==> src/hdl/pcc_cell.sv <==
module pcc_cell #(
  parameter int unsigned COLOR_BITS = 32
) (
  input  logic                  clk,
  input  logic                  rst,
  input  logic                  shift,
  input  logic [COLOR_BITS-1:0] d,
  output logic [COLOR_BITS-1:0] q
);

  always_ff @(posedge clk) begin
    if (rst) begin
      q <= '0;
    end else if (shift) begin
      q <= d;
    end
  end

endmodule

==> config.mk <==
export PLATFORM = sky130hd
export DESIGN_NAME = pcc_cell
export DESIGN_NICKNAME = d
export VERILOG_FILES = /design/src/hdl/pcc_cell.sv
export SDC_FILE = /design/constraint.sdc
export NUM_CORES = 1
export LEC_CHECK = 0
export ABC_CLOCK_PERIOD_IN_PS = 900
export BUFFER_PORTS_ARGS = -buffer_cell sky130_fd_sc_hd__buf_2
export CAP_MARGIN = 5
export CORE_UTILIZATION = 40
export CTS_CLUSTER_SIZE = 8
export DETAILED_ROUTE_END_ITERATION = 10
export PLACE_DENSITY_LB_ADDON = 0.08
export RECOVER_POWER = 100
export SLEW_MARGIN = 30
export SYNTH_ARGS = -nofsm -noshare
export SYNTH_HDL_FRONTEND = slang
export SYNTH_SLANG_ARGS = --single-unit
==> constraint.sdc <==
create_clock -name clk -period 0.9 [get_ports clk]
set_input_delay 0.045 -clock clk [delete_from_list [all_inputs] [get_ports clk]]
set_output_delay 0.045 -clock clk [all_outputs]
set_load 0.05 [all_outputs]
# Word-level counts from Yosys, hierarchy flattened
# Cells that the tools add are included.
word_totals:
  ff_bits: 32
  in_bits: 35
  output_inout_bits: 32
  wordCells: 1

# Depth between registers and ports, before layout
# Gate-level depths: netlist of run 1.
depth:
  ltp_word: 0
  ltp_mapped: 4

# Worst setup path after synthesis of run 1
# No wires, ideal clock.
synth_path:
  path_kind: "register to register"
  startpoint: "reg q[0] (netlist name)"
  endpoint: "reg q[0]"
  setup_time_ps: 65
  t_arrival_ps: 817
  setup_slack_ps: 18
  stages_incl_launch_ff: 3
  path_buffers: 0
  period_less_slack_ps: 882
  cell_sequence: "dfxtp_1 > mux2i_1 > nor2_1"
synth_lines:
  columns: ["element", "line_no", "text"]
  rows:
  - ["end signal, assigned", "13", "q <= '0;"]
  - ["end signal, assigned", "15", "q <= d;"]
  - ["end, declared", "8", "output logic [COLOR_BITS-1:0] q"]

# Worst setup path after layout of run 1
layout_path:
  startpoint: "reg q[16]"
  endpoint: "out q[16]"
# No word-level cell between the ends.

==> results of run 1 <==
[kinds of logic after synthesis]
| group | Yosys count |
|---|---|
| and+or+nand+nor | 32 |
| buffers and inverters | 7 |
| muxes | 32 |
| DFF | 32 |
[power groups by stage]
stage / Combinational (mW) / Sequential [mW] / Clock [mW]
final: 0.911 / 1.58 / 1.20
after global routing: 0.957 / 1.60 / 1.30
after CTS: 0.875 / 1.57 / 1.23
after detailed placement: 0.668 / 1.57 / 0
after global placement: 0.659 / 1.57 / 0
after floorplan: 0.196 / 1.87 / 0
[how the worst min path moves through the flow]
| stage | depth (start not counted) | endpoint | slack [ns] | startpoint |
|---|---|---|---|---|
| after floorplan | 1 | q[29] | 0.12 | rst |
| after global placement | 3 | q[27] | 0.28 | d[27] |
| after detailed placement | 3 | q[11] | 0.29 | d[11] |
| after CTS | 3 | q[19] | 0.1 | rst |
| after global routing | 3 | q[14] | 0.09 | rst |
| final | 3 | q[14] | 0.11 | rst |
[per-layer routing]
layer,up-vias,track usage (%),share of wire [%]
li1,544,-,-
met1,502,19.65,40
met2,35,38.04,54
met3,6,6.047,4.4
met4,0,9.408,1.5
met5,-,0,0
[cell type report]
| class | count | area [um2] | share of cell area (%) |
|---|---|---|---|
| repair buffers | 101 | 963.4 | 43.43 |
| flip-flops and latches | 32 | 680.7 | 30.68 |
| multi-input cells | 64 | 440.4 | 19.85 |
| clock buffers | 7 | 65.06 | 2.933 |
| well taps | 31 | 38.79 | 1.748 |
| clock inverters | 1 | 30.03 | 1.354 |
[per-stage QoR]
| step | total power, mW | utilization, % |
|---|---|---|
| 2_1_floorplan | 2.062 | - |
| 3_3_place_gp | 2.227 | 54.76 |
| 3_5_place_dp | 2.238 | 54.76 |
| 4_1_cts | 3.679 | 78.27 |
| 5_1_grt | 3.852 | 80.44 |
| 6_report | 3.690 | 80.44 |
[cells in the final DEF (no fill, tap or decap), drive strengths merged]
cell | netlist | layout
buf | 4 | 69
bufinv | 0 | 1
clkbuf | 3 | 7
dfxtp | 32 | 32
dlygate4sd3 | 0 | 32
mux2i | 32 | 32
nor2 | 32 | 32
[repair_timing]
item                                   in CTS  in global routing
gates resized for setup                    90                 20
setup endpoints to repair                  32                 32
endpoints found under the hold margin      32                  0
cloned                                      0                  0
hold buffers                               32                  0
==> run_results.csv, run 1 <==
group,metric,value,unit
synth,synth_area_per_cell,11.30,um2
global_route,grt_overflow,0,
timing,tns,0,ns
final_layout,largest_registers,"q x32",
timing,hold_viol,0,
synth,synth_edf_count,0,
power,switching_power,1.001,mW
synth,synth_top_area_share,55.05,%
synth,ys.flop_type,"dfxtp_1",
timing,rsz0062_at_grt,"true",
synth,synth_area_leader_cell,"dfxtp_1",
worst_setup_path,cp-start-kind,"flop",
worst_setup_path,critPathTopFamily,"flip-flops",
synth,synth_top_family_by_area,"multiplexers",
power,peakVddDrop,0.001874,V
worst_setup_path,critPathSlowestCell,"dfxtp_2",
cts,clock_path_buffers,2,
worst_setup_path,crit_buf_inv,1,
detailed_routing,ant_nets,0,
synth,synth_area_leaders,"dfxtp_1 55%, mux2i_1 28%, nor2_1 10%",
timing,skew,0,ns
worst_setup_path,critical_path_required,0.85,ns
synth,ys_warn_count,0,
worst_setup_path,worstPathCellList,"buf_8",
cts,cts_buffers,5,
power,leakage,1.082,nW
worst_setup_path,path_class,"reg -> out",
cts,cts_max_level,2,
timing,setup_viol,0,
worst_setup_path,slowest_delay,0.36,ns
final_layout,regMostFlops,"q",
worst_setup_path,rrSetupSlack,0.23,ns
global_route,grt_pass1_vias,1095,
synth,synthMuxAreaShare,27.53,%
floorplanning,io_pins,67,
timing,tightest_slew,0.1717,ns
synth,ys_ff_latch,32,
timing,max_freq,1139,MHz
worst_setup_path,crit_start,"q[16]",
placed_design,dp_cells,196,
floorplanning,die-width,55.94,um
timing,final_max_slew_viol_count,0,
final_layout,layout.filler_cells,175,
floorplanning,initial_core_util,42.20,%
power,p_clk_share,32.4,%
power,switching_share,27.13,%
synth,synthDistinctLibCells,6,
global_route,grt_usage,20.04,%
final_layout,drive_gt1_share,53.17,%
floorplanning,num_rows,19,
final_layout,postLayoutCellArea,0.002218,mm2
final_layout,layout.nets,239,
cts,cts_root_buffer,"clkbuf_4",
global_route,grt_max_degree,33,
synth,synthArstFlopShare,0,%
detailed_routing,via_per_inst,4.606,
synth,synth-xor-area-share,0,%
floorplanning,core,0.002758,mm2
cts,cts_setup_buffers,0,
power,p_seq_share,42.9,%
detailed_routing,vias,1087,
final_layout,instances_no_fill,236,
detailed_routing,drtPass1Iterations,2,
cts,cts.sinks,32,
timing,fin_hold_ws,0.1093,ns
final_layout,antennaDiodeCount,0,
placed_design,placed_area,0.001510,mm2
floorplanning,die-area,0.003129,mm2
job,maxCapViolCount,0,
final_layout,area_growth,90.65,%
placed_design,place_worst_setup_slack,0.1474,ns
placed_design,hpwl,1.607,mm
floorplanning,die_h,55.94,um
timing,period_share,97.59,%
synth,synth-seq-area-share,55.05,%
worst_setup_path,crit_cells,1,
detailed_routing,first_iter_violations,18,
detailed_routing,wirelength,2.964,mm
cts,cts_tree,"yes",
status,outcome,"finished, final reports clean",
synth,synthAdderAreaFrac,0,%
detailed_routing,wire_per_inst,12.56,um
placed_design,place.gp.congestion,0.6361,
global_route,antenna_found_initial,0,
placed_design,port_buffers,66,
synth,synth_area,0.001164,mm2
timing,fin_ws,0.02173,ns
worst_setup_path,timing.rr.start,"q[4]",
timing,slew_headroom,88.23,%
cts,clk_pin_slew,0.09,ns
power,combPwrFrac,24.7,%
synth,yosys.area_share.simple,10.32,%
synth,syn_inst,103,
detailed_routing,drcViolationCount,0,
timing,period_needed,0.8783,ns
final_layout,largest_reg_flops,32,
synth,synth_fp_nets,138,
worst_setup_path,cp_max_fo,2,
worst_setup_path,setup.worst_path.end_class,"output pin",
worst_setup_path,worstSetupEndpoint,"q[16]",
power,intPower,2.689,mW
worst_setup_path,arrival,0.83,ns
synth,synth_compound_area_share,0,%
global_route,grt_pass1_wl,4.692,mm
worst_hold_path,holdCritPathClass,"in -> reg",
power,power_density,1663,mW/mm2
cts,clk_latency,0.32,ns
worst_setup_path,rr_worst_depth,2,
worst_setup_path,r2r-end,"q[4]",
synth,synth_common_cells,"32 x dfxtp_1, 32 x mux2i_1, 32 x nor2_1",
Power figures use the tool's default switching activity.
==> inputs of run 2 (changes only) <==
--- a/config.mk
+++ b/config.mk
@@ -5,10 +5,11 @@
 export SDC_FILE = /design/constraint.sdc
 export NUM_CORES = 1
 export LEC_CHECK = 0
-export ABC_CLOCK_PERIOD_IN_PS = 900
+export ABC_CLOCK_PERIOD_IN_PS = 800
 export BUFFER_PORTS_ARGS = -buffer_cell sky130_fd_sc_hd__buf_2
 export CAP_MARGIN = 5
-export CORE_UTILIZATION = 40
+export CORE_ASPECT_RATIO = 1.75
+export CORE_UTILIZATION = 38
 export CTS_CLUSTER_SIZE = 8
 export DETAILED_ROUTE_END_ITERATION = 10
 export PLACE_DENSITY_LB_ADDON = 0.08
==> constraint.sdc (replaced) <==
create_clock -name clk -period 0.8 [get_ports clk]
set_input_delay 0.04 -clock clk [delete_from_list [all_inputs] [get_ports clk]]
set_output_delay 0.04 -clock clk [all_outputs]
set_load 0.05 [all_outputs]
==> run 2 against run 1 <==
The flow now finishes with violations (design-rule violations, negative setup slack). Cell count decreased by 5.1%. Clock power is 4% higher. Design area fell by 2.2%. Wire length grew 3.9%. Largest cell class unchanged. Critical endpoint is now q[15].
==> run_results.csv, run 2 (synthesis results as in run 1) <==
group,metric,value,unit
floorplanning,io_pins,67,
placed_design,hpwl,1.675,mm
timing,slew_headroom,88.46,%
worst_setup_path,critical_path_required,0.76,ns
timing,fin_ws,-0.02451,ns
final_layout,layout.nets,230,
final_layout,drive_gt1_share,57.14,%
cts,cts.sinks,32,
global_route,grt_usage,19.09,%
floorplanning,die_h,75.21,um
job,maxCapViolCount,0,
worst_setup_path,path_class,"reg -> out",
cts,cts_root_buffer,"clkbuf_8",
final_layout,antennaDiodeCount,0,
floorplanning,die-width,43.83,um
final_layout,layout_commonest_cell,"buf_2",
detailed_routing,vias,1077,
global_route,grt_pass1_vias,1052,
placed_design,place.gp.congestion,0.6240,
power,power_density,1878,mW/mm2
detailed_routing,wire_per_inst,13.75,um
cts,cts_max_level,2,
detailed_routing,wirelength,3.081,mm
final_layout,final_core_util,74.10,%
timing,skew,0,ns
floorplanning,core,0.002928,mm2
timing,tightest_slew,0.1698,ns
detailed_routing,drtPass1Iterations,7,
placed_design,placed_area,0.001546,mm2
final_layout,largest_reg_flops,32,
cts,clk_latency,0.28,ns
timing,setup_viol,29,
status,violations,"design-rule violations, negative setup slack",
detailed_routing,ant_nets,0,
cts,clk_pin_slew,0.06,ns
global_route,grt_overflow,0,
final_layout,layout.filler_cells,203,
timing,hold_viol,0,
worst_setup_path,crit_buf_inv,1,
timing,final_max_slew_viol_count,0,
global_route,antenna_found_initial,0,
final_layout,final_cell_mix,"34 x buf_2, 32 x nor2_1, 32 x dfxtp_2",
cts,cts_buffers,5,
floorplanning,num_rows,26,
cts,cts_tree,"yes",
floorplanning,die-area,0.003296,mm2
worst_setup_path,critPathTopFamily,"flip-flops",
placed_design,place_worst_setup_slack,0.03956,ns
detailed_routing,drcViolationCount,5,
power,peakVddDrop,0.001588,V
final_layout,area_growth,86.45,%
worst_setup_path,cp-start-kind,"flop",
floorplanning,initial_core_util,39.74,%
global_route,grt_pass1_wl,4.505,mm
detailed_routing,via_per_inst,4.808,
worst_setup_path,slowest_delay,0.36,ns
status,outcome,"complete, but fails checks",
placed_design,port_buffers,66,
timing,rsz0062_at_grt,"true",
global_route,grt_max_degree,33,
final_layout,largest_registers,"q x32",
final_layout,regMostFlops,"q",
worst_setup_path,setup.worst_path.end_class,"output pin",
cts,clock_path_buffers,2,
worst_setup_path,arrival,0.78,ns
timing,period_share,103.1,%
power,power,4.076,mW
worst_setup_path,critPathSlowestCell,"dfxtp_2",
timing,max_freq,1213,MHz
timing,period_needed,0.8245,ns
worst_setup_path,worstPathCellList,"buf_8",
power,leakage,1.057,nW
final_layout,postLayoutCellArea,0.002170,mm2
detailed_routing,first_iter_violations,16,
worst_setup_path,cp_max_fo,2,
worst_hold_path,holdCritPathClass,"in -> reg",
[run 2: changes by cell type in the layout (fill, tap and decap cells not counted)]
cell	change
clkbuf_4	-5
clkbuf_8	+4
buf_6	-13
mux2i_1	-1
clkbuf_1	+2
mux2i_2	+1
bufinv_16	-1
buf_8	+14
dlygate4sd3_1	-13
buf_4	+3
[run 2: layout make-up]
class | count | area (um2) | share of cell area (%)
clock buffer | 8 | 90.09 | 4.152
multi-input combinational | 64 | 444.2 | 20.47
sequential | 32 | 680.7 | 31.37
tap | 28 | 35.03 | 1.615
timing repair buffer | 92 | 919.6 | 42.39
[run 2: layer usage]
layer	routed length (um)	track usage (%)	vias to the layer above
met2	1791	35.66	45
li1	-	-	521
met4	44	9.375	0
met5	0	0	-
met3	179	5.755	5
met1	1065	18.36	506
[run 2: what timing repair did]
| action | in CTS | in global routing |
|---|---|---|
| hold endpoints to repair | 19 | 0 |
| gates resized for setup | 69 | 25 |
| pin swaps | 0 | 1 |
| setup buffers | 1 | 3 |
| hold buffers | 19 | 0 |
| endpoints found under the setup margin | 32 | 34 |
[run 2: where the power goes]
group | leakage, nW | internal [mW] | switching [mW]
clock network | 0.0455 | 0.700 | 0.549
registers | 0.275 | 1.71 | 0.0843
logic | 0.736 | 0.495 | 0.536
total | 1.06 | 2.91 | 1.17
[run 2: metrics by stage]
step	cells	setup TNS, ns	hold slack (ns)
CTS	221	-0.5763	0.001000
finish	224	-0.2358	0.002518
global placement	193	0	0.2732
detailed placement	193	0	0.2830
floorplan	103	0	0.1050
global route	224	-1.090	0.01723
[run 2: worst paths after layout]
kind              start    end  slack [ns]  cells past startpoint
setup / recovery  q[15]  q[15]       -0.02                      1
hold / removal    d[26]  q[26]       0.003                      3
setup reg to reg  q[17]  q[17]        0.03                      3
hold reg to reg   q[21]  q[21]        0.50                      2
[run 2: worst min-delay path, stage by stage]
cell     delay (ns)
buf_2          0.08
mux2i_1        0.06
nor2_1         0.07
==> inputs of run 3 (changes only) <==
--- a/config.mk
+++ b/config.mk
@@ -12,7 +12,7 @@
 export CORE_UTILIZATION = 38
 export CTS_CLUSTER_SIZE = 8
 export DETAILED_ROUTE_END_ITERATION = 10
-export PLACE_DENSITY_LB_ADDON = 0.08
+export PLACE_DENSITY = 0.73
 export RECOVER_POWER = 100
 export SLEW_MARGIN = 30
 export SYNTH_ARGS = -nofsm -noshare
==> run 3 against run 2 <==
The flow still finishes with violations (design-rule violations, negative setup slack). Fmax rose by 1.2%. Utilization fell by 4.2 points. Sequential share of layout area rose by 1.9 points. Total power fell by 1.8%. Die area did not move.
==> run_results.csv, run 3 (synthesis results as in run 1) <==
group,metric,value,unit
status,outcome,"complete, but fails checks",
status,violations,"design-rule violations, negative setup slack",
worst_setup_path,critPathSlowestCell,"dfxtp_2",
placed_design,dp_cells,193,
timing,period_needed,0.8151,ns
final_layout,largest_reg_flops,32,
power,peakVddDrop,0.001491,V
cts,cts_max_level,2,
placed_design,place.gp.congestion,0.6920,
final_layout,final_cell_mix,"34 x buf_2, 32 x mux2i_1, 32 x nor2_1, 32 x dfxtp_2, 27 x buf_8",
worst_setup_path,critPathTopFamily,"flip-flops",
timing,skew,0,ns
worst_setup_path,cp_max_fo,2,
timing,period_share,101.9,%
worst_setup_path,path_class,"reg -> out",
timing,hold_viol,0,
worst_setup_path,worstPathCellList,"buf_8",
worst_hold_path,whs_path_depth,3,
detailed_routing,via_per_inst,4.902,
floorplanning,core,0.002928,mm2
final_layout,drive_gt1_share,59.68,%
worst_setup_path,cp-start-kind,"flop",
timing,tightest_slew,0.1617,ns
final_layout,final_core_util,69.87,%
global_route,grt_pass1_wl,4.333,mm
timing,final_max_slew_viol_count,0,
worst_setup_path,crit_cells,1,
worst_hold_path,holdCritPathClass,"in -> reg",
floorplanning,die-width,43.83,um
final_layout,layout.nets,220,
worst_setup_path,slowest_delay,0.35,ns
floorplanning,initial_core_util,39.74,%
detailed_routing,wirelength,2.897,mm
worst_hold_path,min_to,"q[2]",
floorplanning,io_pins,67,
floorplanning,num_rows,26,
placed_design,hpwl,1.890,mm
floorplanning,die-area,0.003296,mm2
timing,rsz0062_at_grt,"true",
worst_setup_path,r2r-end,"q[7]",
placed_design,port_buffers,66,
detailed_routing,vias,1049,
final_layout,antennaDiodeCount,0,
global_route,grt_usage,18.43,%
cts,cts_tree,"yes",
worst_setup_path,setup.worst_path.end_class,"output pin",
power,leakage,1.011,nW
final_layout,layout_commonest_cell,"buf_2",
cts,cts.sinks,32,
timing,tns,-0.1574,ns
detailed_routing,drcViolationCount,4,
worst_setup_path,rrSetupSlack,0.03,ns
worst_setup_path,arrival,0.78,ns
job,maxCapViolCount,0,
worst_setup_path,critical_path_required,0.76,ns
placed_design,placed_area,0.001534,mm2
detailed_routing,first_iter_violations,16,
timing,slew_headroom,88.91,%
timing,setup_viol,21,
global_route,grt_overflow,0,
timing,max_freq,1227,MHz
final_layout,instances_no_fill,214,
floorplanning,die_h,75.21,um
worst_setup_path,rr_worst_depth,3,
cts,cts_root_buffer,"clkbuf_8",
global_route,grt_max_degree,33,
final_layout,postLayoutCellArea,0.002046,mm2
final_layout,layout.filler_cells,217,
worst_setup_path,crit_buf_inv,1,
global_route,grt_pass1_vias,1042,
worst_setup_path,timing.rr.start,"q[7]",
detailed_routing,ant_nets,0,
power,power_density,1956,mW/mm2
timing,fin_ws,-0.01510,ns
worst_hold_path,holdCritStartpoint,"d[2]",
global_route,antenna_found_initial,0,
cts,clock_path_buffers,2,
final_layout,regMostFlops,"q",
cts,cts_buffers,5,
power,power,4.001,mW
detailed_routing,drtPass1Iterations,8,
final_layout,area_growth,75.81,%
cts,clk_pin_slew,0.06,ns
cts,clk_latency,0.27,ns
final_layout,largest_registers,"q x32",
detailed_routing,wire_per_inst,13.54,um
run 3: cell type report:
| type | instances | area, um2 | share of cell area [%] |
|---|---|---|---|
| multi-input cells | 64 | 440.4 | 21.53 |
| flip-flops and latches | 32 | 680.7 | 33.27 |
| repair buffers | 82 | 799.5 | 39.08 |
| well taps | 28 | 35.03 | 1.713 |
| clock buffers | 8 | 90.09 | 4.404 |
run 3: power breakdown:
group,internal [mW],switching [mW]
logic,0.451,0.526
registers,1.71,0.0823
clock network,0.700,0.530
total,2.86,1.14
run 3: repair_timing:
action | in CTS | in global routing
setup buffers | 2 | 2
hold endpoints to repair | 9 | 0
resized for setup | 76 | 15
hold buffers | 9 | 0
endpoints found under the setup margin | 32 | 32
pin swaps | 0 | 0
run 3: worst max-delay path by stage:
stage	start	slack [ns]	endpoint
floorplan	q[0]	0.08	q[0]
global placement	shift	0.07	q[31]
detailed placement	shift	0.007	q[7]
CTS	q[9]	-0.03	q[9]
global route	q[29]	-0.05	q[29]
finish	q[10]	-0.02	q[10]
run 3: stage by stage:
stage          hold slack [ns]  setup slack [ns]
4_1_cts               0.001428          -0.02977
3_3_place_gp            0.2718           0.07305
5_1_grt               0.005071          -0.04911
6_report              0.004672          -0.01510
3_5_place_dp            0.2838          0.007376
2_1_floorplan           0.1050           0.08358
run 3: worst register-to-register path, delay by kind of cell (launching register included):
kind,cells,cell delay [ns]
buffers and inverters,1,0.13
and+or+nand+nor,1,0.05
DFF,1,0.33
muxes,1,0.15
run 3: per-layer routing:
metal	share of wire (%)	track usage, %	routed length (um)
met5	0	0	0
met4	1.3	9.375	37
met3	5.6	5.516	163
met2	59	35.99	1719
met1	34	16.19	976
