--- src/hdl/pcc_pkg.sv ---
package pcc_pkg;

  localparam int unsigned ENTRY_W    = 8;
  localparam int unsigned TIMER_W    = 8;
  localparam int unsigned SETUP_W    = 25;
  localparam int unsigned CFG_IDX_W  = 3;
  localparam int unsigned PORT_COLOR_W = 32;
  localparam int unsigned MODE_W     = 2;

  localparam int unsigned SETUP_EN_BIT = 0;
  localparam int unsigned START_LSB    = 1;
  localparam int unsigned STOP_LSB     = 9;
  localparam int unsigned RELOAD_LSB   = 17;

  localparam logic [MODE_W-1:0] MODE_TICK  = 2'd0;
  localparam logic [MODE_W-1:0] MODE_WRITE = 2'd1;
  localparam logic [MODE_W-1:0] MODE_READ  = 2'd2;

  typedef enum logic [1:0] {
    S_IDLE,
    S_CYC,
    S_LAP,
    S_DONE
  } pcc_state_t;

  typedef enum logic [1:0] {
    LAP_ROT,
    LAP_CAP,
    LAP_PUT,
    LAP_GET
  } pcc_lap_t;

endpackage

--- src/hdl/pcc_ctrl.sv ---
module pcc_ctrl
  import pcc_pkg::*;
#(
  parameter int unsigned PALETTE_ENTRIES = 256,
  parameter int unsigned NUM_CYCLES      = 8,
  parameter int unsigned COLOR_BITS      = 32
) (
  input  logic                    clk,
  input  logic                    rst,
  input  logic                    cfg_wr_en,
  input  logic [CFG_IDX_W-1:0]    cfg_index,
  input  logic [SETUP_W-1:0]      cfg_wdata,
  input  logic                    in_valid,
  output logic                    in_ready,
  input  logic [MODE_W-1:0]       mode,
  input  logic [ENTRY_W-1:0]      entry_index,
  input  logic [PORT_COLOR_W-1:0] color_in,
  output logic                    out_valid,
  input  logic                    out_ready,
  output logic [PORT_COLOR_W-1:0] color_out,
  output logic                    palette_changed,
  input  logic [COLOR_BITS-1:0]   head,
  input  logic [COLOR_BITS-1:0]   nxt,
  output logic                    shift,
  output logic [COLOR_BITS-1:0]   feed
);

  localparam int unsigned IW = $clog2(PALETTE_ENTRIES);
  localparam int unsigned KW = (NUM_CYCLES > 1) ? $clog2(NUM_CYCLES) : 1;
  localparam logic [ENTRY_W:0]   LIMIT   = (ENTRY_W + 1)'(PALETTE_ENTRIES);
  localparam logic [IW-1:0]      LAST_IX = IW'(PALETTE_ENTRIES - 1);
  localparam logic [KW-1:0]      LAST_K  = KW'(NUM_CYCLES - 1);
  localparam logic [CFG_IDX_W:0] NUM_K   = (CFG_IDX_W + 1)'(NUM_CYCLES);

  pcc_state_t state, state_next;
  pcc_lap_t   lap;

  logic [SETUP_W-1:0]    setup  [NUM_CYCLES];
  logic [TIMER_W-1:0]    timers [NUM_CYCLES];
  logic [KW-1:0]         kidx;
  logic [IW-1:0]         hidx;
  logic [IW-1:0]         rf;
  logic [IW-1:0]         rl;
  logic [COLOR_BITS-1:0] hold;
  logic [MODE_W-1:0]     mode_r;
  logic                  changed;

  logic [SETUP_W-1:0] sel;
  logic               sel_en;
  logic [IW-1:0]      sel_start;
  logic [IW-1:0]      sel_stop;
  logic [TIMER_W-1:0] sel_reload;
  logic               sel_fire;
  logic               idx_ok;
  logic               lap_end;
  logic               last_k;
  logic               out_free;

  function automatic logic [IW-1:0] clamp_entry(input logic [ENTRY_W-1:0] e);
    logic [IW-1:0] r;
    if ({1'b0, e} >= LIMIT) begin
      r = LAST_IX;
    end else begin
      r = e[IW-1:0];
    end
    return r;
  endfunction

  assign sel        = setup[kidx];
  assign sel_en     = sel[SETUP_EN_BIT];
  assign sel_start  = clamp_entry(sel[START_LSB +: ENTRY_W]);
  assign sel_stop   = clamp_entry(sel[STOP_LSB +: ENTRY_W]);
  assign sel_reload = sel[RELOAD_LSB +: TIMER_W];
  assign sel_fire   = sel_en && (timers[kidx] == '0);
  assign idx_ok     = ({1'b0, entry_index} < LIMIT);
  assign lap_end    = (hidx == '0);
  assign last_k     = (kidx == LAST_K);
  assign out_free   = !out_valid || out_ready;

  always_comb begin
    state_next = state;
    unique case (state)
      S_IDLE: begin
        if (in_valid) begin
          unique case (mode) inside
            MODE_TICK:             state_next = S_CYC;
            MODE_WRITE, MODE_READ: state_next = idx_ok ? S_LAP : S_DONE;
            default:               state_next = S_DONE;
          endcase
        end
      end
      S_CYC: begin
        if (sel_fire && (sel_start != sel_stop)) begin
          state_next = S_LAP;
        end else if (last_k) begin
          state_next = S_DONE;
        end
      end
      S_LAP: begin
        if (lap_end && (lap != LAP_CAP)) begin
          if (mode_r != MODE_TICK) begin
            state_next = S_DONE;
          end else if (last_k) begin
            state_next = S_DONE;
          end else begin
            state_next = S_CYC;
          end
        end
      end
      S_DONE: begin
        if (out_free) begin
          state_next = S_IDLE;
        end
      end
      default: state_next = S_IDLE;
    endcase
  end

  always_comb begin
    in_ready = (state == S_IDLE);
    shift    = (state == S_LAP);
    feed     = head;
    case (lap)
      LAP_ROT: begin
        if (hidx == rf) begin
          feed = hold;
        end else if ((hidx > rf) && (hidx <= rl)) begin
          feed = nxt;
        end
      end
      LAP_PUT: begin
        if (hidx == rf) begin
          feed = hold;
        end
      end
      default: feed = head;
    endcase
  end

  always_ff @(posedge clk) begin
    if (rst) begin
      state <= S_IDLE;
    end else begin
      state <= state_next;
    end
  end

  always_ff @(posedge clk) begin
    if (rst) begin
      for (int i = 0; i < NUM_CYCLES; i++) begin
        setup[i]  <= '0;
        timers[i] <= '0;
      end
    end else begin
      if (cfg_wr_en && ({1'b0, cfg_index} < NUM_K)) begin
        setup[cfg_index[KW-1:0]] <= cfg_wdata;
      end
      if ((state == S_CYC) && sel_en) begin
        if (sel_fire) begin
          timers[kidx] <= sel_reload;
        end else begin
          timers[kidx] <= timers[kidx] - 1'b1;
        end
      end
    end
  end

  always_ff @(posedge clk) begin
    if (rst) begin
      kidx      <= '0;
      hidx      <= LAST_IX;
      lap       <= LAP_ROT;
      out_valid <= 1'b0;
      changed   <= 1'b0;
      mode_r    <= MODE_TICK;
    end else begin
      if ((state == S_DONE) && out_free) begin
        out_valid <= 1'b1;
      end else if (out_ready) begin
        out_valid <= 1'b0;
      end
      unique case (state)
        S_IDLE: begin
          if (in_valid) begin
            mode_r  <= mode;
            changed <= 1'b0;
            kidx    <= '0;
            rf      <= entry_index[IW-1:0];
            if (mode == MODE_WRITE) begin
              hold <= color_in[COLOR_BITS-1:0];
              lap  <= LAP_PUT;
            end else begin
              hold <= '0;
              lap  <= LAP_GET;
            end
          end
        end
        S_CYC: begin
          if (sel_fire) begin
            changed <= 1'b1;
            rf      <= sel_start;
            rl      <= sel_stop;
            lap     <= (sel_start < sel_stop) ? LAP_ROT : LAP_CAP;
          end
          if (!(sel_fire && (sel_start != sel_stop)) && !last_k) begin
            kidx <= kidx + 1'b1;
          end
        end
        S_LAP: begin
          if (((lap == LAP_ROT) || (lap == LAP_CAP)) && (hidx == rl)) begin
            hold <= head;
          end
          if ((lap == LAP_GET) && (hidx == rf)) begin
            hold <= head;
          end
          if (lap_end) begin
            hidx <= LAST_IX;
            if (lap == LAP_CAP) begin
              lap <= LAP_PUT;
            end else if ((mode_r == MODE_TICK) && !last_k) begin
              kidx <= kidx + 1'b1;
            end
          end else begin
            hidx <= hidx - 1'b1;
          end
        end
        S_DONE: begin
          if (out_free) begin
            palette_changed <= changed && (mode_r == MODE_TICK);
            color_out       <= (mode_r == MODE_READ) ?
                               PORT_COLOR_W'(hold) : '0;
          end
        end
        default: ;
      endcase
    end
  end

endmodule

--- config.mk ---
export PLATFORM = sky130hd
export DESIGN_NAME = pcc_ctrl
export DESIGN_NICKNAME = d
export VERILOG_FILES = /design/src/hdl/pcc_pkg.sv /design/src/hdl/pcc_ctrl.sv
export SDC_FILE = /design/constraint.sdc
export NUM_CORES = 1
export LEC_CHECK = 0
export ABC_AREA = 1
export BUFFER_PORTS_ARGS = -buffer_cell sky130_fd_sc_hd__buf_2
export CORE_ASPECT_RATIO = 0.8
export CORE_MARGIN = 2
export CORE_UTILIZATION = 59
export CTS_CLUSTER_SIZE = 28
export DETAILED_ROUTE_END_ITERATION = 10
export PLACE_DENSITY_LB_ADDON = 0.3
export SETUP_SLACK_MARGIN = 0.5
export SLEW_MARGIN = 20
export SYNTH_ARGS = -nofsm -noshare
export SYNTH_HDL_FRONTEND = slang
export SYNTH_SLANG_ARGS = --single-unit
--- constraint.sdc ---
create_clock -name clk -period 4.4 [get_ports clk]
set_input_delay 0.88 -clock clk [delete_from_list [all_inputs] [get_ports clk]]
set_output_delay 0.88 -clock clk [all_outputs]
set_load 0.01 [all_outputs]
# Yosys cells after proc, flatten, opt, wreduce, memory -nomap -nowiden
# Memory sizes are Yosys's and may differ from the RTL's. A register that Yosys moved wholly into a read port is not among the register bits.
# Cells that the tools add are included.
# totals
reg_bits	100
ram_bits	264
input_bits	139
word_cells	150
mem_count	2
# memory_table
memory	depth	word_bits	rd	rd_clocked_by_memory_dff	write_ports	line	text
setup	8	25	1	1	8	pcc_ctrl.sv:38	logic [SETUP_W-1:0] setup [NUM_CYCLES];
timers	8	8	1	1	8	pcc_ctrl.sv:39	logic [TIMER_W-1:0] timers [NUM_CYCLES];
# classes
addsub	3
order_cmp	3
eq_ne	25
mux	64
bitwise_logic	2
reduce_logical	39
# ops
operator	count
32-bit 2-to-1 mux	7
32-bit case mux with 2 select lines	2
8-bit 2-to-1 mux	5
3-bit 2-to-1 mux	11
25-bit 2-to-1 mux	1
25-bit OR reduction	1
2-bit 2-to-1 mux	11
1-bit 2-to-1 mux	21
8-bit == test	2
8-bit logical NOT	2
8-bit case mux with 2 select lines	1
8-bit by 1-bit subtractor with 8-bit output (second input constant)	2
2-bit == test (second input constant)	6
2-bit by 1-bit != test with 1-bit output (second input constant)	6
4-bit AND reduction	3
1-bit logical AND	11
3-bit case mux with 3 select lines	1
3-bit AND reduction	3
8-bit > comparator	1
8-bit <= comparator	1
2-bit logical NOT	4
8-bit < comparator	1
2-bit != test (second input constant)	4
8-bit != test	1
20 further kinds	28

# Depth between registers and ports, before layout
# Gate-level depths: netlist (run 1).
# logic_depth
depth_word	9
mapped_depth	22
mapped_depth_nobuf	17

# Least setup slack after synthesis (run 1)
# Ideal clock, no wire load.
# synth_path
path_type	input to register
start	input port rst
end	register color_out[0] (enable)
setup_time_ps	464
arrival_time_ps	3424
required_time_ps	3936
setup_slack_ps	511
cell_stages	2
n_path_buf	1
cell_sequence	clkbuf_1 > nor3_1
# synth_via
elab_chain_len	2
# synth_lines
element	line	text
from (decl)	pcc_ctrl.sv:9	input logic rst,
1-bit NOT (no source line)	--	
3-bit AND reduction (no source line)	--	
to (signal assigned)	pcc_ctrl.sv:230	color_out <= (mode_r == MODE_READ) ?
to (decl)	pcc_ctrl.sv:20	output logic [PORT_COLOR_W-1:0] color_out,
# No other way between the ends.
# A chain may end at the register's enable or synchronous reset.

# Final worst setup path (run 1)
# layout_path
start	register hidx[3]
end	output port feed[17]
# layout_via
elab_chain_len	5
# layout_lines
element	line	text
from (decl)	pcc_ctrl.sv:41	logic [IW-1:0] hidx;
from (signal assigned)	pcc_ctrl.sv:224	hidx <= hidx - 1'b1;
8-bit > comparator / 8-bit <= comparator (equally long branches)	pcc_ctrl.sv:127	end else if ((hidx > rf) && (hidx <= rl)) begin
1-bit logical AND	pcc_ctrl.sv:127	
32-bit 2-to-1 mux	pcc_ctrl.sv:127	
32-bit 2-to-1 mux	pcc_ctrl.sv:125	if (hidx == rf) begin
32-bit case mux with 2 select lines *	pcc_ctrl.sv:123	case (lap)
to (decl)	pcc_ctrl.sv:25	output logic [COLOR_BITS-1:0] feed
# Mark *: on every way between the ends. The rest lies on a longest branch, timed or not.

==> results.yml, run 1 <==
die:
  die-area_um2: 32730
  die_y_um: 162.2
  die_x_um: 201.8
  coreArea_um2: 30600
  io_pins: 207
  start_util_pct: 60.34
  row_count: 57
routing:
  first_iter_violations: 1795
  vias: 15541
  vias_per_cell: 5.834
  wire_per_inst_um: 18.37
  drtPass1Iterations: 5
  drt_wl_total_um: 48940
  drc: 0
  ant_nets: 0
grt:
  grt_overflow: 0
  grt_usage_pct: 29.96
  grt_max_degree: 135
  antenna_found_initial: 0
  grt_pass1_wl_um: 77300
  grt_pass1_vias: 14981
layout:
  drive_gt1_share_pct: 14.70
  fin_nets: 2399
  n_fill_cell: 2379
  stdcell_count: 2664
  sequential_cell_area_um2: 10810
  insertedDiodeCount: 0
  syn_to_final_growth_pct: 13.60
  multi_input_area_um2: 6352
place:
  gp_congestion: 0.9276
  port_buffers: 206
  dp.cells: 2597
  post-place-ws_ns: 0.9339
  place_hpwl_um: 31640
logic_synthesis:
  ys_seq_area_share_pct: 58.50
  synth_ff_type: "edfxtp_1"
  yosys.cell_types.count: 41
  syn_nets: 2235
  syn_inst: 2059
  syn-cell-area_um2: 18460
  postSynthAreaPerCell_um2: 8.966
  synth-edff-count: 345
  ys.warnings.count: 0
  ys_seq_elements: 367
  synthArstFlopShare_pct: 0
critical_path:
  cpMaxStageDelayCell: "dfxtp_1"
  crit_family: "buffers and inverters"
  required_ns: 3.52
  cp_cell_sequence: "ha_1, a21oi_1, o21ai_0, nand2_1, o211ai_1, nand2_1, buf_8, nand2_1, buf_6, nand2_1, nand2_1, nand2_1, o211ai_1, buf_2"
  end_kind: "output pin"
  cpMostUsedCell: "nand2_1"
  max_stage_delay_ns: 0.47
  path_buf_inv: 3
  worstPathArrival_ns: 2.87
  critical_path_class: "flop to output pin"
  cp-start-kind: "flop"
  cp_max_fo: 33
power:
  power.switching_uw: 4031
  ir_drop_uv: 371.8
  p_comb_share_pct: 33.0
  leakage_uw: 0.009044
  power.density_nw_per_um2: 526.1
  seq_power_share_pct: 39.7
  p_sw_share_pct: 36.54
  finalPower_uw: 11030
  clockPowerShare_pct: 27.3
  intPower_uw: 7002
clock_network:
  clock-sinks: 367
  clk_latency_ns: 0.55
  hold_buffers: 0
  h-tree-depth: 2
  cts_root_buf: "clkbuf_16"
  cts_tree: "yes"
  path_clk_slew_ns: 0.06
  cts_buffer_depth: 3
  cts_buffers: 37
timing:
  rsz0062_at_grt: "no"
  finalHoldViolCount: 0
  fmax_ghz: 0.2669
  tightest_slew_ns: 1.096
  fin_crit_ns: 3.747
  timing.final.ws_setup_ns: 0.6530
  fin_worst_skew_ns: 0.03002
  drv_slew: 0
  setup_viol: 0
  finalCritPeriodShare_pct: 85.16
  hold_slack_ns: 0.4814
  max-slew-margin-rel_pct: 26.95
  fin_tns_setup_ns: 0
job:
  drv_cap: 0
outcome:
  status: "complete, no violations"
min_path:
  hp-class: "flop to flop"
-- metrics by stage --
stage	cell area (um^2)	util, %
after CTS	20960	68.49
after floorplan	18460	-
after global placement	19820	64.77
after detailed placement	19820	64.77
after global routing	20970	68.54
final	20970	68.54
-- cell usage in the layout (no fill, tap or decap), types with 3 or more instances in the layout --
cell type    n
a21oi_1     39
a31oi_1      8
buf_12       3
buf_2      206
buf_4       30
clkbuf_1     6
clkbuf_16   37
clkinv_1    11
clkinv_2     8
dfxtp_1     20
edfxtp_1   345
ha_1        37
inv_1      203
inv_2        4
inv_4        3
nand2_1    377
nand2_2      8
nand3_1    175
nand4_1      3
nor2_1     429
nor2_2      11
nor3_1       9
o211ai_1    33
o21ai_0    176
o21ai_1      3
o21ai_2      3
o221ai_1     4
o22ai_1     28
xnor2_1      3
xor2_1       3
-- final timing paths --
check / cells past startpoint / slack (ns) / startpoint / end
worst min-delay path: 2 / 0.48 / mode_r[1]$_SDFFE_PP0P_ / mode_r[1]$_SDFFE_PP0P_
worst max-delay path: 14 / 0.65 / hidx[3]$_SDFFE_PP1P_ / feed[17]
worst min register to register: 2 / 0.48 / mode_r[1]$_SDFFE_PP0P_ / mode_r[1]$_SDFFE_PP0P_
worst max register to register: 17 / 0.85 / flop / flop
-- cell families (layout without fill, tap and decap cells) --
family	Yosys count	in the layout	share of synthesized area, %
compound gates	300	300	9.041
xor+xnor	6	6	0.2847
fa+ha+maj	37	37	2.508
buf+inv	329	521	7.150
flops	367	367	58.50
simple gates	1020	1020	22.51
-- sequential cells by signal (all words and copies together) (netlist names), named ones only --
signal / cells
hold: 32
mode_r: 2
kidx: 3
state: 2
palette_changed: 1
lap: 2
rl: 8
out_valid: 1
timers: 64
hidx: 8
setup: 200
color_out: 32
rf: 8
changed: 1
-- routing by layer --
layer | global-route usage (%) | share of wire [%]
met5 | 0 | 0
met4 | 12.27 | 3.6
met3 | 4.936 | 10
met2 | 47.29 | 46
met1 | 41.81 | 40
-- cell usage after synthesis, types with 2 or more instances --
| cell type | n | area (um^2) |
|---|---|---|
| a21oi_1 | 40 | 200.2 |
| a31oi_1 | 8 | 50.05 |
| buf_1 | 7 | 26.28 |
| buf_2 | 20 | 100.1 |
| buf_4 | 4 | 30.03 |
| buf_6 | 5 | 56.30 |
| clkbuf_1 | 81 | 304.0 |
| clkinv_1 | 2 | 7.510 |
| dfxtp_1 | 22 | 440.4 |
| edfxtp_1 | 345 | 10360 |
| ha_1 | 37 | 462.9 |
| inv_1 | 205 | 769.5 |
| inv_2 | 2 | 7.510 |
| inv_4 | 3 | 18.77 |
| nand2_1 | 377 | 1415 |
| nand2_2 | 8 | 50.05 |
| nand3_1 | 175 | 875.8 |
| nand4_1 | 3 | 18.77 |
| nor2_1 | 430 | 1614 |
| nor2_2 | 10 | 62.56 |
| nor3_1 | 10 | 50.05 |
| o211ai_1 | 33 | 247.7 |
| o21ai_0 | 176 | 880.8 |
| o21ai_1 | 3 | 15.01 |
| o21ai_2 | 3 | 26.28 |
| o221ai_1 | 4 | 35.03 |
| o22ai_1 | 28 | 175.2 |
| xnor2_1 | 3 | 26.28 |
| xor2_1 | 3 | 26.28 |
-- power by group through the flow --
stage | registers [uW] | clock network, uW | logic [uW]
2_1_floorplan | 4400 | 0 | 2510
3_3_place_gp | 4430 | 0 | 3470
3_5_place_dp | 4450 | 0 | 3570
4_1_cts | 4370 | 3030 | 3590
5_1_grt | 4410 | 3170 | 4060
6_report | 4380 | 3010 | 3640
-- final cells by class --
cell class	count	area share, %
timing repair buffer	242	6.455
multi-input combinational	1363	30.29
inverter	212	3.830
sequential	367	51.52
tap	413	2.464
clock inverter	24	0.9128
clock buffer	43	4.522
-- worst min-delay path: stages (launching register included) --
cell and delay, ns:
dfxtp_1 0.31, inv_1 0.07, a21oi_1 0.06
-- what timing repair did --
action / CTS / global route
setup endpoints to repair: 0 / 32
buffers inserted: 0 / 0
gates resized for setup: 0 / 4
Note: power is estimated with default switching activity, not from simulation.
==> run 2, diff against run 1 <==
Settings changed: MAX_ROUTING_LAYER set to met4.
==> run 2 against run 1 <==
Compared with the run above:
- worst setup slack worse by 0.0018 ns
- sequential share of layout area stayed put
- design area did not move
- routed wire length increased by 0.11%
- non-clock buffer count unchanged
- largest cell class unchanged
- largest power group unchanged
==> results.yml, run 2 (same netlist as run 1, synthesis figures left out) <==
outcome:
  status: "complete, no violations"
power:
  leakage_uw: 0.009044
  ir_drop_uv: 373.8
  finalPower_uw: 11020
  power.switching_uw: 4024
  p_comb_share_pct: 33.1
  power.density_nw_per_um2: 525.7
  p_sw_share_pct: 36.50
  clockPowerShare_pct: 27.3
  intPower_uw: 7001
  seq_power_share_pct: 39.7
clock_network:
  clock-sinks: 367
  clk_latency_ns: 0.55
  path_clk_slew_ns: 0.06
  cts_buffer_depth: 3
  cts_buffers: 37
  cts_tree: "yes"
  hold_buffers: 0
  h-tree-depth: 2
  cts_root_buf: "clkbuf_16"
die:
  io_pins: 207
  die_y_um: 162.2
  die-area_um2: 32730
  start_util_pct: 60.34
  row_count: 57
  die_x_um: 201.8
  coreArea_um2: 30600
timing:
  fin_tns_setup_ns: 0
  fmax_ghz: 0.2668
  tightest_slew_ns: 1.106
  finalCritPeriodShare_pct: 85.20
  setup_viol: 0
  max-slew-margin-rel_pct: 26.26
  rsz0062_at_grt: "no"
  finalHoldViolCount: 0
  fin_worst_skew_ns: 0.02927
  fin_crit_ns: 3.749
  drv_slew: 0
layout:
  n_fill_cell: 2379
  drive_gt1_share_pct: 14.70
  sequential_cell_area_um2: 10810
  final_cell_mix: "nor2_1 (429), nand2_1 (377), edfxtp_1 (345)"
  fin_nets: 2399
  top_register: "setup"
  reg.largest.list: "setup (200), timers (64)"
  syn_to_final_growth_pct: 13.60
  largest_reg_flops: 200
  multi_input_area_um2: 6352
  final_common_cell: "nor2_1"
  insertedDiodeCount: 0
routing:
  vias: 15522
  ant_nets: 0
  vias_per_cell: 5.827
  drtPass1Iterations: 6
  wire_per_inst_um: 18.39
  first_iter_violations: 1861
  drc: 0
  drt_wl_total_um: 48990
min_path:
  min_from: "mode_r[1]$_SDFFE_PP0P_"
  hold_path_depth: 2
  hold_end: "mode_r[1]$_SDFFE_PP0P_"
  hp-class: "flop to flop"
critical_path:
  cp-start-kind: "flop"
  worstPathArrival_ns: 2.87
  r2r_slack_ns: 0.86
  end_kind: "output pin"
  cp_max_fo: 33
  cp_cell_sequence: "ha_1, a21oi_1, o21ai_0, nand2_1, o211ai_1, nand2_1, buf_8, nand2_1, buf_6, nand2_1, nand2_1, nand2_1, o211ai_1, buf_2"
  critical_path_class: "flop to output pin"
  cpMostUsedCell: "nand2_1"
  required_ns: 3.52
  reg2reg_depth: 17
  cpMaxStageDelayCell: "dfxtp_1"
  max_stage_delay_ns: 0.47
place:
  gp_congestion: 0.9439
  place_hpwl_um: 31640
  port_buffers: 206
grt:
  grt_usage_pct: 30.86
  grt_max_degree: 135
  grt_overflow: 0
  grt_pass1_wl_um: 77290
  antenna_found_initial: 0
  grt_pass1_vias: 14985
job:
  drv_cap: 0
==> run 2: cell counts in the layout (fill, tap and decap cells not counted) <==
No cell type changed its count.
==> run 2: routing by layer <==
metal	GRT usage (%)	part of all wire [%]
met5	-	0
met4	12.27	3.7
met3	4.695	10
met2	47.27	46
met1	41.92	40
==> run 2: critical path: cells and delay by family (launching register included) <==
kind	cells	cell delay (ns)
AO/OA/AOI/OAI	4	0.44
adder cells (fa/ha/maj)	1	0.31
buffers and inverters	3	0.62
flip-flops	1	0.47
AND/OR/NAND/NOR	6	0.49
==> run 2: area by class of cell <==
class,instances,share of cell area (%)
timing repair buffer,242,6.455
multi-input combinational,1363,30.29
clock buffer,43,4.522
tap,413,2.464
inverter,212,3.830
clock inverter,24,0.9128
sequential,367,51.52
==> run 2: timing repair <==
action | 4_1_cts | 5_1_grt
resized for setup | 0 | 4
endpoints found under the setup margin | 0 | 32
buffers inserted | 0 | 0
==> run 2: per-stage QoR <==
step           util (%)  hold slack [ns]  area (um^2)  setup WS (ns)  cells
6_report          68.54           0.4806        20970         0.6512   2664
5_1_grt           68.54           0.5058        20970         0.4910   2664
4_1_cts           68.49           0.4746        20960         0.5415   2664
3_5_place_dp      64.77           0.4655        19820         0.9339   2597
3_3_place_gp      64.77           0.4555        19820          1.005   2597
2_1_floorplan         -           0.4360        18460         0.5114   2059
==> run 2: worst max path at each step <==
stage	start	to	slack, ns	cells after the start
after floorplan	rst	color_out[0]$_SDFFCE_PP0P_	0.51	2
after global placement	flop	flop	1.01	16
after detailed placement	flop	flop	0.93	16
after CTS	hidx[3]$_SDFFE_PP1P_	feed[31]	0.54	14
after global routing	hidx[7]$_SDFFE_PP1P_	feed[5]	0.49	11
final	hidx[3]$_SDFFE_PP1P_	feed[17]	0.65	14
==> run 2: power by group through the flow <==
stage	registers, uW	clock network (uW)	logic [uW]
2_1_floorplan	4400	0	2510
3_3_place_gp	4430	0	3470
3_5_place_dp	4450	0	3570
4_1_cts	4370	3030	3590
5_1_grt	4410	3170	4060
6_report	4380	3010	3640
